File: src/rtl/rce_pkg.sv
// Package for the rotor cipher letter engine: opcodes, register indexes,
// wheel, notch and reflector tables, and the letter arithmetic helpers.
// No dependencies.
package rce_pkg;

    typedef logic [4:0] t_letter;
    typedef logic [2:0] t_wheel;

    typedef enum logic [1:0] {
        OP_ENCODE = 2'd0,
        OP_UNDO   = 2'd1,
        OP_LOAD   = 2'd2,
        OP_NONE   = 2'd3
    } t_opcode;

    typedef enum logic [2:0] {
        CFG_ROTOR_ORDER  = 3'd0,
        CFG_RING         = 3'd1,
        CFG_START        = 3'd2,
        CFG_REFLECTOR    = 3'd3,
        CFG_PLUG_A       = 3'd4,
        CFG_PLUG_B       = 3'd5,
        CFG_PLUG_C       = 3'd6,
        CFG_SPARE        = 3'd7
    } t_cfg_index;

    localparam int      LETTERS     = 26;
    localparam int      WIRES       = 13;
    localparam int      CFG_DATA_W  = 50;
    localparam int      PLUG_W      = 10 * WIRES;
    localparam t_letter UNPLUGGED   = 5'd31;
    localparam t_letter LAST_LETTER = 5'd25;

    localparam logic [0:7][8*26-1:0] WHEEL_WIRING = '{
        "EKMFLGDQVZNTOWYHXUSPAIBRCJ",
        "AJDKSIRUXBLHWTMCQGZNPYFVOE",
        "BDFHJLCPRTXVZNYEIWGAKMUSQO",
        "ESOVPZJAYQUIRHXLNFTGKDCMWB",
        "VZBRGITYUPSDNHLXAWMJQOFECK",
        "JPGVOUMFYQBENHZRDKASXLICTW",
        "NZJHGRCXMYSWBOUFAIVLPEKQDT",
        "FKQHTLXOCBJSPDZRAMEWNIUYGV"
    };

    localparam logic [0:1][8*26-1:0] REFLECTOR_WIRING = '{
        "YRUHQSLDPXNGOKMIEBFZCWVJAT",
        "FVPJIAOYEDRZXWGCTKUQSBNMHL"
    };

    // Two notch letters per wheel; single-notch wheels repeat theirs.
    localparam t_letter [0:7] NOTCH_A = '{
        5'd16, 5'd4, 5'd21, 5'd9, 5'd25, 5'd25, 5'd25, 5'd25
    };
    localparam t_letter [0:7] NOTCH_B = '{
        5'd16, 5'd4, 5'd21, 5'd9, 5'd25, 5'd12, 5'd12, 5'd12
    };

    function automatic t_letter clamp25(t_letter v);
        return (v > LAST_LETTER) ? LAST_LETTER : v;
    endfunction

    function automatic t_letter inc26(t_letter p);
        return (p >= LAST_LETTER) ? 5'd0 : 5'(p + 5'd1);
    endfunction

    function automatic t_letter add26(t_letter a, t_letter b);
        logic [5:0] s;
        s = {1'b0, a} + {1'b0, b};
        return (s >= 6'(LETTERS)) ? 5'(s - 6'(LETTERS)) : s[4:0];
    endfunction

    function automatic t_letter sub26(t_letter a, t_letter b);
        logic [5:0] d;
        d = {1'b0, a} + 6'(LETTERS) - {1'b0, b};
        return (a >= b) ? 5'(a - b) : d[4:0];
    endfunction

    function automatic logic at_notch(t_wheel w, t_letter p);
        return (p == NOTCH_A[w]) || (p == NOTCH_B[w]);
    endfunction

    function automatic t_letter wheel_fwd(t_wheel w, t_letter x);
        logic [7:0] ch;
        ch = WHEEL_WIRING[w][8 * (25 - int'(clamp25(x))) +: 8];
        return 5'(ch - 8'd65);
    endfunction

    function automatic t_letter wheel_inv(t_wheel w, t_letter x);
        t_letter y;
        y = 5'd0;
        for (int i = 0; i < LETTERS; i++) begin
            if (wheel_fwd(w, 5'(i)) == x) begin
                y = 5'(i);
            end
        end
        return y;
    endfunction

    function automatic t_letter reflect(logic sel, t_letter x);
        logic [7:0] ch;
        ch = REFLECTOR_WIRING[sel][8 * (25 - int'(clamp25(x))) +: 8];
        return 5'(ch - 8'd65);
    endfunction

    // One pass through a wheel; shift is position minus ring, mod 26.
    function automatic t_letter wheel_pass(t_wheel w, t_letter c, t_letter shift,
                                           logic rev);
        t_letter x;
        t_letter y;
        x = add26(c, shift);
        y = rev ? wheel_inv(w, x) : wheel_fwd(w, x);
        return sub26(y, shift);
    endfunction

    function automatic t_letter plug_end(t_letter v);
        return (v == UNPLUGGED) ? UNPLUGGED : clamp25(v);
    endfunction

    // Lowest-numbered complete wire holding the letter wins.
    function automatic t_letter plugboard(logic [PLUG_W-1:0] plugs, t_letter c);
        t_letter r;
        t_letter e0;
        t_letter e1;
        r = c;
        for (int w = WIRES - 1; w >= 0; w--) begin
            e0 = plug_end(plugs[10 * w +: 5]);
            e1 = plug_end(plugs[10 * w + 5 +: 5]);
            if (e0 == c && e1 != UNPLUGGED) begin
                r = e1;
            end else if (e1 == c && e0 != UNPLUGGED) begin
                r = e0;
            end
        end
        return r;
    endfunction

endpackage

File: src/rtl/rce_in_if.sv
// Input channel of the rotor cipher letter engine: valid/ready plus one item.
// Depends on rce_pkg.
interface rce_in_if;
    logic             valid;
    logic             ready;
    logic [1:0]       opcode;
    rce_pkg::t_letter letter_in;

    modport source (output valid, output opcode, output letter_in, input ready);
    modport sink   (input valid, input opcode, input letter_in, output ready);
endinterface

File: src/rtl/rce_out_if.sv
// Result channel of the rotor cipher letter engine: valid/ready plus letter
// and rotor positions. Depends on rce_pkg.
interface rce_out_if;
    logic             valid;
    logic             ready;
    rce_pkg::t_letter letter_out;
    rce_pkg::t_letter left_position;
    rce_pkg::t_letter centre_position;
    rce_pkg::t_letter right_position;

    modport source (output valid, output letter_out, output left_position,
                    output centre_position, output right_position, input ready);
    modport sink   (input valid, input letter_out, input left_position,
                    input centre_position, input right_position, output ready);
endinterface

File: src/rtl/rotor_cipher_letter_engine.sv
// Top level of the three-rotor letter engine (wheels I-VIII, reflector B/C,
// thirteen-wire plugboard). Depends on rce_pkg, rce_in_if and rce_out_if.
//
// Usage
//   i_in   : valid/ready channel carrying opcode and letter_in. Opcode
//            encode steps the rotors (with double step) and enciphers the
//            letter, undo restores the positions saved by the last
//            encode or load, load copies the start positions into current
//            and saved positions; the spare opcode only echoes the letter.
//   o_out  : one result per transfer: letter and the rotor positions after
//            the item.
//   i_cfg_*: register writes, one per cycle with i_cfg_we high, only while
//            the engine is empty.
// Items pass through pipeline stages 0 to 4 and the output register.
// Throughput: one letter per cycle unless the output is held. The rotor
// stepping is resolved in the input stage, so the position state never
// waits on the cipher path; substitution uses five stages, up to two wheel
// passes each. Reset: rotor positions go to A, registers to their defaults,
// pipeline empties. Stall: each full stage holds while the one after it is
// full and held; i_in.ready drops only once every stage up to the output is occupied.
module rotor_cipher_letter_engine (
    input  logic                          i_clk,
    input  logic                          i_rst_n,
    rce_in_if.sink                        i_in,
    rce_out_if.source                     o_out,
    input  logic                          i_cfg_we,
    input  logic [2:0]                    i_cfg_index,
    input  logic [rce_pkg::CFG_DATA_W-1:0] i_cfg_data
);
    import rce_pkg::*;

    localparam int STAGES = 5;

    // Working item: pos/shift index 0 left, 1 centre, 2 right
    typedef struct packed {
        logic               enc;
        t_letter            ch;
        t_letter [0:2]      pos;
        t_letter [0:2]      shift;
    } t_pipe;

    // Configuration registers
    logic [8:0]        r_rotor_order;
    logic [14:0]       r_ring;
    logic [14:0]       r_start;
    logic              r_reflector;
    logic [PLUG_W-1:0] r_plugs;

    // Rotor state
    t_letter [0:2]     r_cur;
    t_letter [0:2]     r_saved;
    t_letter [0:2]     n_cur;
    t_letter [0:2]     n_saved;

    // Pipeline
    logic  [0:STAGES-1] r_pv;
    t_pipe [0:STAGES-1] r_pipe;
    t_pipe [0:STAGES-1] n_pipe;
    logic  [0:STAGES-1] stage_en;
    logic               out_en;
    logic               r_ov;
    t_pipe              r_out;
    t_pipe              n_out;

    logic              in_xfer;
    t_wheel [0:2]      wheel;
    t_letter [0:2]     ring;
    t_letter [0:2]     start;
    t_letter           letter;
    logic              notch_c;
    logic              notch_r;

    assign wheel = '{r_rotor_order[8:6], r_rotor_order[5:3], r_rotor_order[2:0]};
    assign ring  = '{clamp25(r_ring[14:10]), clamp25(r_ring[9:5]), clamp25(r_ring[4:0])};
    assign start = '{clamp25(r_start[14:10]), clamp25(r_start[9:5]),
                     clamp25(r_start[4:0])};

    // Backpressure: a stage loads when empty or when its successor moves on
    assign out_en = !r_ov || o_out.ready;
    always_comb begin
        stage_en[STAGES-1] = !r_pv[STAGES-1] || out_en;
        for (int k = STAGES - 2; k >= 0; k--) begin
            stage_en[k] = !r_pv[k] || stage_en[k+1];
        end
    end

    assign i_in.ready = stage_en[0];
    assign in_xfer    = i_in.valid && stage_en[0];

    // Input stage: stepping and position bookkeeping
    always_comb begin
        letter  = clamp25(i_in.letter_in);
        notch_c = at_notch(wheel[1], r_cur[1]);
        notch_r = at_notch(wheel[2], r_cur[2]);
        n_cur   = r_cur;
        n_saved = r_saved;
        case (t_opcode'(i_in.opcode))
            OP_ENCODE: begin
                n_saved = r_cur;
                n_cur[0] = notch_c ? inc26(r_cur[0]) : r_cur[0];
                n_cur[1] = (notch_c || notch_r) ? inc26(r_cur[1]) : r_cur[1];
                n_cur[2] = inc26(r_cur[2]);
            end
            OP_UNDO: begin
                n_cur = r_saved;
            end
            OP_LOAD: begin
                n_cur   = start;
                n_saved = start;
            end
            default: begin
            end
        endcase
    end

    // Stage 0 payload, then the cipher path, two substitutions per stage
    always_comb begin
        n_pipe[0].enc = (t_opcode'(i_in.opcode) == OP_ENCODE);
        n_pipe[0].ch  = letter;
        n_pipe[0].pos = n_cur;
        for (int s = 0; s < 3; s++) begin
            n_pipe[0].shift[s] = sub26(n_cur[s], ring[s]);
        end

        for (int k = 1; k < STAGES; k++) begin
            n_pipe[k] = r_pipe[k-1];
        end
        if (r_pipe[0].enc) begin
            n_pipe[1].ch = wheel_pass(wheel[2],
                                      plugboard(r_plugs, r_pipe[0].ch),
                                      r_pipe[0].shift[2], 1'b0);
        end
        if (r_pipe[1].enc) begin
            n_pipe[2].ch = wheel_pass(wheel[0],
                                      wheel_pass(wheel[1], r_pipe[1].ch,
                                                 r_pipe[1].shift[1], 1'b0),
                                      r_pipe[1].shift[0], 1'b0);
        end
        if (r_pipe[2].enc) begin
            n_pipe[3].ch = wheel_pass(wheel[0], reflect(r_reflector, r_pipe[2].ch),
                                      r_pipe[2].shift[0], 1'b1);
        end
        if (r_pipe[3].enc) begin
            n_pipe[4].ch = wheel_pass(wheel[2],
                                      wheel_pass(wheel[1], r_pipe[3].ch,
                                                 r_pipe[3].shift[1], 1'b1),
                                      r_pipe[3].shift[2], 1'b1);
        end
        n_out = r_pipe[STAGES-1];
        if (r_pipe[STAGES-1].enc) begin
            n_out.ch = plugboard(r_plugs, r_pipe[STAGES-1].ch);
        end
    end

    // Configuration registers
    always_ff @(posedge i_clk) begin
        if (!i_rst_n) begin
            r_rotor_order <= 9'd10;
            r_ring        <= '0;
            r_start       <= '0;
            r_reflector   <= 1'b0;
            r_plugs       <= '1;
        end else if (i_cfg_we) begin
            case (t_cfg_index'(i_cfg_index))
                CFG_ROTOR_ORDER: r_rotor_order <= i_cfg_data[8:0];
                CFG_RING:        r_ring        <= i_cfg_data[14:0];
                CFG_START:       r_start       <= i_cfg_data[14:0];
                CFG_REFLECTOR:   r_reflector   <= i_cfg_data[0];
                CFG_PLUG_A:      r_plugs[49:0]    <= i_cfg_data[49:0];
                CFG_PLUG_B:      r_plugs[99:50]   <= i_cfg_data[49:0];
                CFG_PLUG_C:      r_plugs[129:100] <= i_cfg_data[29:0];
                default: begin
                end
            endcase
        end
    end

    // Rotor state moves only on an input transfer
    always_ff @(posedge i_clk) begin
        if (!i_rst_n) begin
            r_cur   <= '0;
            r_saved <= '0;
        end else if (in_xfer) begin
            r_cur   <= n_cur;
            r_saved <= n_saved;
        end
    end

    // Stage valid flags
    always_ff @(posedge i_clk) begin
        if (!i_rst_n) begin
            r_pv <= '0;
            r_ov <= 1'b0;
        end else begin
            if (stage_en[0]) begin
                r_pv[0] <= i_in.valid;
            end
            for (int k = 1; k < STAGES; k++) begin
                if (stage_en[k]) begin
                    r_pv[k] <= r_pv[k-1];
                end
            end
            if (out_en) begin
                r_ov <= r_pv[STAGES-1];
            end
        end
    end

    // Stage payloads
    always_ff @(posedge i_clk) begin
        for (int k = 0; k < STAGES; k++) begin
            if (stage_en[k]) begin
                r_pipe[k] <= n_pipe[k];
            end
        end
        if (out_en) begin
            r_out <= n_out;
        end
    end

    assign o_out.valid           = r_ov;
    assign o_out.letter_out      = r_out.ch;
    assign o_out.left_position   = r_out.pos[0];
    assign o_out.centre_position = r_out.pos[1];
    assign o_out.right_position  = r_out.pos[2];

endmodule
File: src/flat_wrapper.sv
// flat-port wrapper written by rule: the top's interface ports become plain ports
module rotor_cipher_letter_engine_flat import rce_pkg::*;
  (i_clk, i_rst_n, i_cfg_we, i_cfg_index, i_cfg_data, i_in_valid, i_in_opcode, i_in_letter_in, i_in_ready, o_out_valid, o_out_letter_out, o_out_left_position, o_out_centre_position, o_out_right_position, o_out_ready);
  rce_in_if i_in_i ();
  rce_out_if o_out_i ();
  input  logic i_clk;
  input  logic i_rst_n;
  input  logic i_cfg_we;
  input  logic [2:0] i_cfg_index;
  input  logic [rce_pkg::CFG_DATA_W-1:0] i_cfg_data;
  input wire logic [$bits(i_in_i.valid)-1:0] i_in_valid;
  input wire logic [$bits(i_in_i.opcode)-1:0] i_in_opcode;
  input wire logic [$bits(i_in_i.letter_in)-1:0] i_in_letter_in;
  output wire logic [$bits(i_in_i.ready)-1:0] i_in_ready;
  output wire logic [$bits(o_out_i.valid)-1:0] o_out_valid;
  output wire logic [$bits(o_out_i.letter_out)-1:0] o_out_letter_out;
  output wire logic [$bits(o_out_i.left_position)-1:0] o_out_left_position;
  output wire logic [$bits(o_out_i.centre_position)-1:0] o_out_centre_position;
  output wire logic [$bits(o_out_i.right_position)-1:0] o_out_right_position;
  input wire logic [$bits(o_out_i.ready)-1:0] o_out_ready;
  assign i_in_i.valid = i_in_valid;
  assign i_in_i.opcode = i_in_opcode;
  assign i_in_i.letter_in = i_in_letter_in;
  assign i_in_ready = i_in_i.ready;
  assign o_out_valid = o_out_i.valid;
  assign o_out_letter_out = o_out_i.letter_out;
  assign o_out_left_position = o_out_i.left_position;
  assign o_out_centre_position = o_out_i.centre_position;
  assign o_out_right_position = o_out_i.right_position;
  assign o_out_i.ready = o_out_ready;
  rotor_cipher_letter_engine u_core (.i_clk(i_clk), .i_rst_n(i_rst_n), .i_in(i_in_i), .o_out(o_out_i), .i_cfg_we(i_cfg_we), .i_cfg_index(i_cfg_index), .i_cfg_data(i_cfg_data));
endmodule
File: config.mk
export PLATFORM = sky130hd
export DESIGN_NAME = rotor_cipher_letter_engine_flat
export DESIGN_NICKNAME = d
export VERILOG_FILES = /design/src/rtl/rce_pkg.sv /design/src/rtl/rce_in_if.sv /design/src/rtl/rce_out_if.sv /design/src/rtl/rotor_cipher_letter_engine.sv /design/src/flat_wrapper.sv
export SDC_FILE = /design/constraint.sdc
export NUM_CORES = 2
export LEC_CHECK = 0
export ABC_AREA = 0
export BUFFER_PORTS_ARGS = -buffer_cell sky130_fd_sc_hd__buf_2
export CAP_MARGIN = 20
export CORE_MARGIN = 2
export CORE_UTILIZATION = 45
export CTS_BUF_LIST = sky130_fd_sc_hd__clkbuf_4 sky130_fd_sc_hd__clkbuf_8
export CTS_CLUSTER_SIZE = 30
export DETAILED_ROUTE_END_ITERATION = 8
export GPL_TIMING_DRIVEN = 0
export SLEW_MARGIN = 20
export SYNTH_ARGS = -nofsm -noshare
export SYNTH_HDL_FRONTEND = slang
export SYNTH_SLANG_ARGS = --single-unit
export TNS_END_PERCENT = 30
File: constraint.sdc
create_clock -name i_clk -period 12.1 [get_ports i_clk]
set_input_delay 2.42 -clock i_clk [delete_from_list [all_inputs] [get_ports i_clk]]
set_output_delay 2.42 -clock i_clk [all_outputs]
set_load 0.02 [all_outputs]
==> flow_summary_export.csv <==
group,metric,value,unit
worst_setup_path,r2r_slack,0.49,ns
logic_synthesis,syn_inst,6233,
logic_synthesis,synth_top_area_share,11.7,%
floorplan,fp.dieArea,0.105,sq mm
worst_setup_path,slowest_stage,"fa_1",
hold_path,hold_path_class,"reg -> reg",
cts,cts_tree,"built",
routing,drtIter0Drc,6421,
global_routing,grt_pass1_wl,302000,microns
logic_synthesis,ys_ff_latch,386,
timing,fmaxAchievable,86.1,MHz
routing,ant_nets,0,
global_routing,grt_max_degree,40,
floorplan,start_util,45.3,%
layout,drive_gt1_share,10.5,%
cts,cts_buffers,71,
timing,fin_setup_tns,0,ns
worst_setup_path,required,12.50,ns
hold_path,hold_depth,0,
layout,final_area,0.0514,sq mm
worst_setup_path,cp-start-kind,"register",
worst_setup_path,worstReg2RegStart,"u_core.r_pipe[138]",
floorplan,io_pins,87,
routing,viasPerCell,6.42,
routing,firstDrtPassIters,7,
layout,fin_nets,6772,
timing,setup_viol_count_final,0,
cts,clock_latency,0.71,ns
floorplan,die_w,324,microns
timing,post-route-period-util,95.9,%
worst_setup_path,crit_arrival,12.01,ns
worst_setup_path,worst-path-max-fanout,10,
timing,hold_viol_final,0,
layout,nFillCells,10400,
worst_setup_path,r2r_end,"u_core.r_pipe[106]",
timing,timing.hold.ws,0.408,ns
cts,cts-root-buf,"clkbuf_8",
timing,maxSlewHeadroom,18.1,%
logic_synthesis,yosysWarnings,0,
placement,gp_congestion,1.05,
logic_synthesis,yosysMostFrequentCell,"nand2_1",
logic_synthesis,synthDistinctLibCells,118,
cts,clock-sinks,386,
hold_path,hold_start,"u_core.n_pipe[37]",
timing,period_needed,11.61,ns
logic_synthesis,synthTopCellsByArea,"edfxtp_1 12%, xnor2_1 9.2%, dfxtp_1 9.0%",
placement,portBuffers,81,
worst_setup_path,worstSetupPathType,"reg -> reg",
floorplan,core,0.102,sq mm
global_routing,grt_pass1_vias,46400,
floorplan,num_rows,117,
worst_setup_path,ff2ff_path_depth,57,
cts,cts_buffer_depth,3,
logic_synthesis,synthArstFlopShare,0,%
worst_setup_path,end_kind,"register",
flow_run,max_cap_violations,0,
layout,utilization,50.6,%
routing,drc_errors,0,
layout,multi_input_area,0.0347,sq mm
logic_synthesis,seq_area_frac_synth,20.7,%
logic_synthesis,synth_edf_count,180,
layout,area_delta_synth_final,11.6,%
status,status,"completed",
cts,htreeDepth,3,
logic_synthesis,yosysTopAreaCell,"edfxtp_1",
floorplan,die_h,324,microns
layout,ff_latch_area,0.00953,sq mm
logic_synthesis,syn_nets,6571,
logic_synthesis,avgSynthCellArea,7.39,sq um
routing,routed-via-count,50500,
logic_synthesis,syn_area,0.0461,sq mm
worst_setup_path,cp_common_cell,"buf_4",
placement,dp_hpwl,156000,microns
cts,cts.reportedPaths.clkPinSlew,0.08,ns
global_routing,antenna_found_initial,15,
timing,clock_skew,0.0738,ns
routing,wire_per_inst,26.2,microns
routing,wl,206000,microns
logic_synthesis,synth_common_cells,"900 x nand2_1, 490 x nor2_1, 484 x xnor2_1, 379 x a21oi_1, 328 x clkbuf_1",
placement,place_area,0.0483,sq mm
timing,worstMarginPinSlew,1.23,ns
global_routing,grt_overflow_total,0,
logic_synthesis,synthFlopType,"dfxtp_1",
hold_path,min_to,"u_core.n_pipe[1]",
global_routing,grt_use_total,38.1,%
timing,report.final.slew_viol_count,0,
worst_setup_path,worst_path_largest_cell_delay,0.50,ns
==> per-stage QoR <==
step / setup slack [ns] / cells
5_1_grt: -0.00645 / 7857
6_report: 0.492 / 7859
2_1_floorplan: 0.159 / 6233
4_1_cts: 0.00919 / 7829
3_5_place_dp: -3.24 / 7689
3_3_place_gp: -3.39 / 7682
==> timing repair <==
action                                  CTS  global route
cloned                                    0             0
setup buffers                            22            29
hold buffers                              0             0
endpoints found under the setup margin   10            12
pin swaps                                17            36
resized for setup                       145           170
==> kinds of logic (layout without fill, tap and decap cells) <==
kind of cell | count (synthesis) | after routing | synth area share (%)
and+or+nand+nor | 2376 | 2376 | 24.0
AOI/OAI and AO/OA | 1637 | 1637 | 24.1
buffers and inverters | 724 | 977 | 6.37
xor gates and xnor gates | 709 | 709 | 13.9
DFF | 386 | 386 | 20.7
adders and majority gates | 274 | 274 | 7.98
muxes | 127 | 127 | 3.00
other | 0 | 5 | 0
==> worst max-delay path: cells and delay by family (launching register included) <==
family | cells | cell delay, ns
buf+inv | 11 | 1.80
compound gates | 20 | 3.89
fa+ha+maj | 9 | 2.54
xor+xnor | 7 | 1.26
flops | 1 | 0.37
simple gates | 10 | 1.45
==> final cells by class <==
| class | instances | area share [%] |
|---|---|---|
| diodes | 5 | 0.0243 |
| plain buffers | 460 | 4.05 |
| clock buffers | 98 | 2.39 |
| clock inverters | 27 | 0.489 |
| inverters | 252 | 1.88 |
| multi-input cells | 5123 | 67.5 |
| flip-flops and latches | 386 | 18.5 |
| well taps | 1368 | 3.33 |
| repair buffers | 140 | 1.77 |
==> flip-flops by register name, indices dropped and copies added, names as in the netlist <==
name	cells
u_core.n_out	16
u_core.n_pipe	119
u_core.o_out.centre_position	5
u_core.o_out.left_position	5
u_core.o_out.letter_out	5
u_core.o_out.right_position	5
u_core.o_out.valid	1
u_core.r_cur	15
u_core.r_pipe	25
u_core.r_plugs	130
u_core.r_pv	5
u_core.r_reflector	1
u_core.r_ring	15
u_core.r_rotor_order	9
u_core.r_saved	15
u_core.r_start	15
==> placed cells by master, fill, tap and decap left out, types with 60 or more instances in the layout <==
| cell | Yosys | routed |
|---|---|---|
| nand2_1 | 900 | 891 |
| nor3_1 | 178 | 168 |
| buf_4 | 16 | 77 |
| a211oi_1 | 87 | 82 |
| xnor2_1 | 484 | 475 |
| buf_2 | 60 | 135 |
| ha_1 | 240 | 226 |
| clkbuf_8 | 0 | 80 |
| o211ai_1 | 93 | 93 |
| inv_1 | 231 | 224 |
| clkbuf_1 | 328 | 285 |
| xor2_1 | 209 | 200 |
| nor2_1 | 490 | 476 |
| mux2i_1 | 86 | 84 |
| dfxtp_1 | 206 | 204 |
| a21boi_0 | 76 | 76 |
| a31oi_1 | 103 | 100 |
| o21ai_0 | 309 | 303 |
| nand4_1 | 62 | 62 |
| nand3_1 | 298 | 296 |
| a21oi_1 | 379 | 366 |
| and2_1 | 65 | 64 |
| nor2b_1 | 60 | 60 |
| edfxtp_1 | 180 | 180 |
==> how the worst max path moves through the flow <==
stage	start	endpoint	cells past startpoint
after floorplan	u_core.n_pipe[77]	u_core.r_pipe[106]	57
after detailed placement	u_core.r_pipe[138]	u_core.r_pipe[106]	56
after global routing	u_core.r_rotor_order[5]	u_core.r_pipe[34]	48
after CTS	u_core.r_pipe[138]	u_core.r_pipe[106]	57
after global placement	u_core.r_pipe[138]	u_core.r_pipe[106]	56
final	u_core.r_pipe[138]	u_core.r_pipe[106]	57
==> layer usage <==
metal / vias up / track usage (%) / routed length [microns]
li1: 22800 / - / -
met1: 23900 / 50.0 / 83700
met2: 3001 / 58.1 / 88000
met3: 734 / 8.12 / 21400
met4: 12 / 21.0 / 13000
met5: - / 0 / 81
Power is not shown: default switching activity piles up to over one toggle a cycle in this logic, so the estimate is an artifact.
